<file path="config.mk">
export PLATFORM = sky130hd
export DESIGN_NAME = bba_ctrl
export DESIGN_NICKNAME = d
export VERILOG_FILES = /design/src/design/bba_pkg.sv /design/src/design/bba_ctrl.sv
export SDC_FILE = /design/constraint.sdc
export NUM_CORES = 1
export LEC_CHECK = 0
export ABC_AREA = 1
export BUFFER_PORTS_ARGS = -buffer_cell sky130_fd_sc_hd__buf_2
export CORE_AREA = 2 2 39 41
export DETAILED_ROUTE_END_ITERATION = 10
export DIE_AREA = 0 0 41 43
export PLACE_DENSITY = 0.43
export SYNTH_ARGS = -nofsm -noshare
export SYNTH_HDL_FRONTEND = slang
export SYNTH_SLANG_ARGS = --single-unit
</file>
<file path="constraint.sdc">
create_clock -name clk -period 1.17 [get_ports clk]
set_input_delay 0.0585 -clock clk [delete_from_list [all_inputs] [get_ports clk]]
set_output_delay 0.0585 -clock clk [all_outputs]
set_load 0.02 [all_outputs]
</file>
<file path="src/design/bba_pkg.sv">
// Shared types and constants of the bitmap block allocator.
`default_nettype none
package bba_pkg;

  localparam int ActW    = 3;
  localparam int IdxW    = 12;
  localparam int SpanW   = 13;
  localparam int StatW   = 2;
  localparam int RunW    = 13;
  localparam int ILimW   = 11;
  localparam int DLimW   = 13;
  localparam int CfgW    = 13;
  localparam int PosW    = 14;  // holds index + span and any limit plus one word

  localparam logic [ILimW-1:0] ILimReset = ILimW'(1024);
  localparam logic [DLimW-1:0] DLimReset = DLimW'(4096);

  localparam logic [ActW-1:0] ACT_ALLOC = 3'd0;
  localparam logic [ActW-1:0] ACT_FREE  = 3'd1;
  localparam logic [ActW-1:0] ACT_SET   = 3'd2;
  localparam logic [ActW-1:0] ACT_CLR   = 3'd3;
  localparam logic [ActW-1:0] ACT_RUN   = 3'd4;

  localparam logic [StatW-1:0] ST_OK     = 2'd0;
  localparam logic [StatW-1:0] ST_NONE   = 2'd1;
  localparam logic [StatW-1:0] ST_RANGE  = 2'd2;

  localparam logic CFG_INODE_LIMIT = 1'b0;
  localparam logic CFG_DATA_LIMIT  = 1'b1;

  typedef struct packed {
    logic clr;   // clearing pass, one word per cycle
    logic load;  // latch a new request
    logic pre;   // check request for an immediate answer
    logic rd;    // read the word under the cursor
    logic proc;  // process the word read
  } bba_cmd_t;

  typedef struct packed {
    logic clr_last;
    logic pre_done;
    logic word_fin;
  } bba_stat_t;

endpackage
`default_nettype wire

</file>
<file path="src/design/bba_ctrl.sv">
// Controller state machine of the bitmap block allocator.
`default_nettype none
module bba_ctrl (
  input  wire                 clk,
  input  wire                 rst,
  input  wire                 start,
  input  bba_pkg::bba_stat_t  stat,
  output bba_pkg::bba_cmd_t   cmd,
  output logic                busy,
  output logic                done
);
  import bba_pkg::*;

  typedef enum logic [2:0] {S_CLEAR, S_IDLE, S_PRE, S_READ, S_PROC} state_t;
  state_t state, state_next;

  always_comb begin
    cmd        = '0;
    state_next = state;
    case (state)
      S_CLEAR: begin
        cmd.clr = 1'b1;
        if (stat.clr_last) state_next = S_IDLE;
      end
      S_IDLE: begin
        if (start) begin
          cmd.load   = 1'b1;
          state_next = S_PRE;
        end
      end
      S_PRE: begin
        cmd.pre    = 1'b1;
        state_next = stat.pre_done ? S_IDLE : S_READ;
      end
      S_READ: begin
        cmd.rd     = 1'b1;
        state_next = S_PROC;
      end
      S_PROC: begin
        cmd.proc   = 1'b1;
        state_next = stat.word_fin ? S_IDLE : S_READ;
      end
      default: state_next = S_CLEAR;
    endcase
  end

  always_ff @(posedge clk) begin
    if (rst) begin
      state <= S_CLEAR;
      busy  <= 1'b1;
      done  <= 1'b0;
    end else begin
      state <= state_next;
      busy  <= (state_next != S_IDLE);
      done  <= (state == S_PRE && stat.pre_done) || (state == S_PROC && stat.word_fin);
    end
  end

endmodule
`default_nettype wire

</file>
==> out/metrics.csv <==
stage,metric,value,unit
critical_path,largest delay contributor family on the critical path,flip-flops,
floorplan,Site Rows,14,
logic_synthesis,Synth area leader,dfxtp_1,
power,total chip power,0.486,mW
power,combinational share of power,19.4,%
timing,final setup vio count,0,
logic_synthesis,"flops & latches, synth",5,
clocking,TritonCTS buffer count,3,
floorplan,die width,41,um
clocking,H-tree depth,1,
final_layout,"most common cell after layout, fill and taps aside",buf_2,
floorplan,I/O pins,13,
logic_synthesis,"Avg Cell Area, Syn",6.58,sq um
clocking,clk buf depth,2,
final_layout,Nets,62,
final_layout,Finished Cell Area,369,sq um
final_layout,Antenna diodes,0,
power,sequential share of power,40.1,%
detailed_routing,Via density,3.96,
timing,RSZ-0062 raised after global routing,true,
detailed_routing,DR iter-0 viols,5,
critical_path,CP Max Fanout,5,
floorplan,Starting Density,18.5,%
clocking,Clock Latency Late Sink,0.24,ns
final_layout,P&R area growth vs syn,43.9,%
logic_synthesis,largest cells by area after synthesis,"dfxtp_1 39%, inv_1 10%, nand3_1 9.8%, nand2_1 8.8%, nor2_1 7.3%",
power,clock share of power,40.5,%
logic_synthesis,synth warn,0,
logic_synthesis,post-synth top area share,39.0,%
critical_path,Slowest cell on crit path,dfxtp_2,
critical_path,buffers and inverters on the worst path,2,
clocking,CTS tree,yes,
timing,fin crit period,1.11,ns
floorplan,Die Height,43,um
placement,DP Worst Slack,0.159,ns
global_route,global route overflow,0,
final_layout,# fillers,164,
detailed_routing,final WL,615,um
detailed_routing,DRT antenna net count,0,
final_layout,register area,104,sq um
logic_synthesis,simple-gate area share of the yosys netlist,43.9,%
final_layout,final core occ,26.7,%
clocking,Clock Sink Count,5,
placement,routability cong.,0.648,
timing,Final Skew,0.00436,ns
critical_path,critical path arrival,1.05,ns
logic_synthesis,count of cell types in the netlist,13,
timing,Rel. slew slack,85.4,%
final_layout,multi-input logic area,125,sq um
timing,fmax,0.903,GHz
global_route,largest net degree at the start of global routing,8,
job,max cap viols,0,
logic_synthesis,mux share of post-synthesis cell area,0,%
power,total power per unit cell area,1320,nW/um^2
detailed_routing,DRT Pass-1 Iters,2,
clocking,"Clk pin slew, worst setup/hold paths",0.04,ns
logic_synthesis,Synth Area in Compound Gates,3.90,%
detailed_routing,drc violations,0,
final_layout,share of cells above drive strength 1,41.8,%
status,status,"complete, no violations",
power,Switching Fraction,28.6,%
timing,worst slew pin tran,0.217,ns
global_route,initial antenna violation count,0,
logic_synthesis,Synth Cell Area,256,sq um
floorplan,full die area,1760,sq um
floorplan,Core Footprint,1380,sq um
detailed_routing,drt wl/cell,8.66,um
min_path,Tightest Hold Check Type,in -> reg,
timing,final hold vios,0,
final_layout,"commonest cells after routing, fill and taps aside","12 x buf_2, 7 x inv_1, 6 x nand2_1, 5 x nand3_1, 4 x nor2_1",
logic_synthesis,register area share after synthesis,39.0,%
timing,Max Transition Viols Final,0,
critical_path,CP Launch Type,register,
power,net switching power figure,0.139,mW
power,leak pwr,0.195,nW
critical_path,Setup CP Type,reg -> out,
power,maximum VDD drop,0.629,mV
global_route,gr usage total,8.74,%
placement,# port buffers,12,
critical_path,WP data required,1.11,ns
logic_synthesis,Post-Synthesis Cells,39,
critical_path,Crit. End Element,primary output,
placement,placed cell areas,337,sq um
logic_synthesis,synthesized-area fraction occupied by adder cells,0,%
clocking,"Hold-fix buffers, CTS",0,
global_route,first-pass GRT wire length,952,um
timing,final setup margin,0.0627,ns
placement,post-DP HPWL,496,um
power,Power Internal,0.347,mW
global_route,vias in the first global route,233,
critical_path,CP max stage delay,0.34,ns
critical_path,cells along the critical path,nor2_2 -> nand2_1 -> clkinv_1 -> buf_2,
logic_synthesis,syn_nets,45,
clocking,CTS root buf,clkbuf_4,
timing,final period utilization,94.6,%
logic_synthesis,main combinational cell family by area after synthesis,simple AND/OR/NAND/NOR gates,
logic_synthesis,Post-Synth XOR/XNOR Area,0,%
detailed_routing,Vias,281,
==> path summary, 6_finish.rpt <==
path                            endpoint  slack (ns)      from  depth (start not counted)
worst min register to register  state[2]        0.49  state[2]                          1
worst max register to register      busy        0.18  state[1]                          6
worst max-delay path              cmd[0]        0.06  state[1]                          4
worst min-delay path            state[1]        0.05       rst                          2
==> cells in the mapped netlist, drive strengths merged <==
cell,number
nand2,6
nor2,7
inv,8
nand3,6
a21oi,2
nor4,1
clkinv,1
nor3,2
dfxtp,5
nand3b,1
==> metal layers <==
layer,up-vias,track usage (%),wire [um]
met4,0,6.00,0
li1,155,-,-
met5,-,0,0
met2,8,10.9,292
met1,118,11.0,280
met3,0,4.71,42
==> registers in the layout, indices dropped and copies added (netlist names) <==
| register | cells |
|---|---|
| busy | 1 |
| done | 1 |
| state | 3 |
==> repair_timing <==
action                     4_1_cts  5_1_grt
setup endpoints to repair        1        4
resized for setup                2        2
setup buffers                    0        0
pin swaps                        0        0
==> power by group through the flow <==
stage	registers (mW)	logic [mW]	clock network (mW)
finish	0.195	0.0941	0.197
global route	0.196	0.106	0.225
CTS	0.194	0.0955	0.210
detailed placement	0.196	0.0941	0
global placement	0.196	0.0959	0
floorplan	0.200	0.0551	0
==> worst reg2reg max path, stage by stage (launching register included) <==
cell and delay, ns:
dfxtp_2 0.34, nor2_2 0.15, nand2_1 0.10, nand2_1 0.09, inv_1 0.04, nand3_1 0.07, nand3_1 0.07
==> metrics by stage <==
step / cells / hold WS, ns / setup TNS (ns)
floorplan: 39 / 0.128 / 0
global placement: 67 / 0.311 / 0
detailed placement: 67 / 0.304 / 0
CTS: 71 / 0.0400 / 0
global route: 71 / 0.0574 / -0.0380
finish: 71 / 0.0513 / 0
==> area by class of cell <==
class	count	share of cell area (%)
Multi-Input combinational cell	25	33.9
Tap cell	16	5.42
Clock buffer	4	7.12
Sequential cell	5	28.1
Timing Repair Buffer	12	16.3
Inverter	9	9.15
==> kinds of logic after synthesis <==
logic type      after synthesis
compound gates                2
buf+inv                       9
flops                         5
simple gates                 23
No activity file was read; power rests on OpenSTA's default activity.
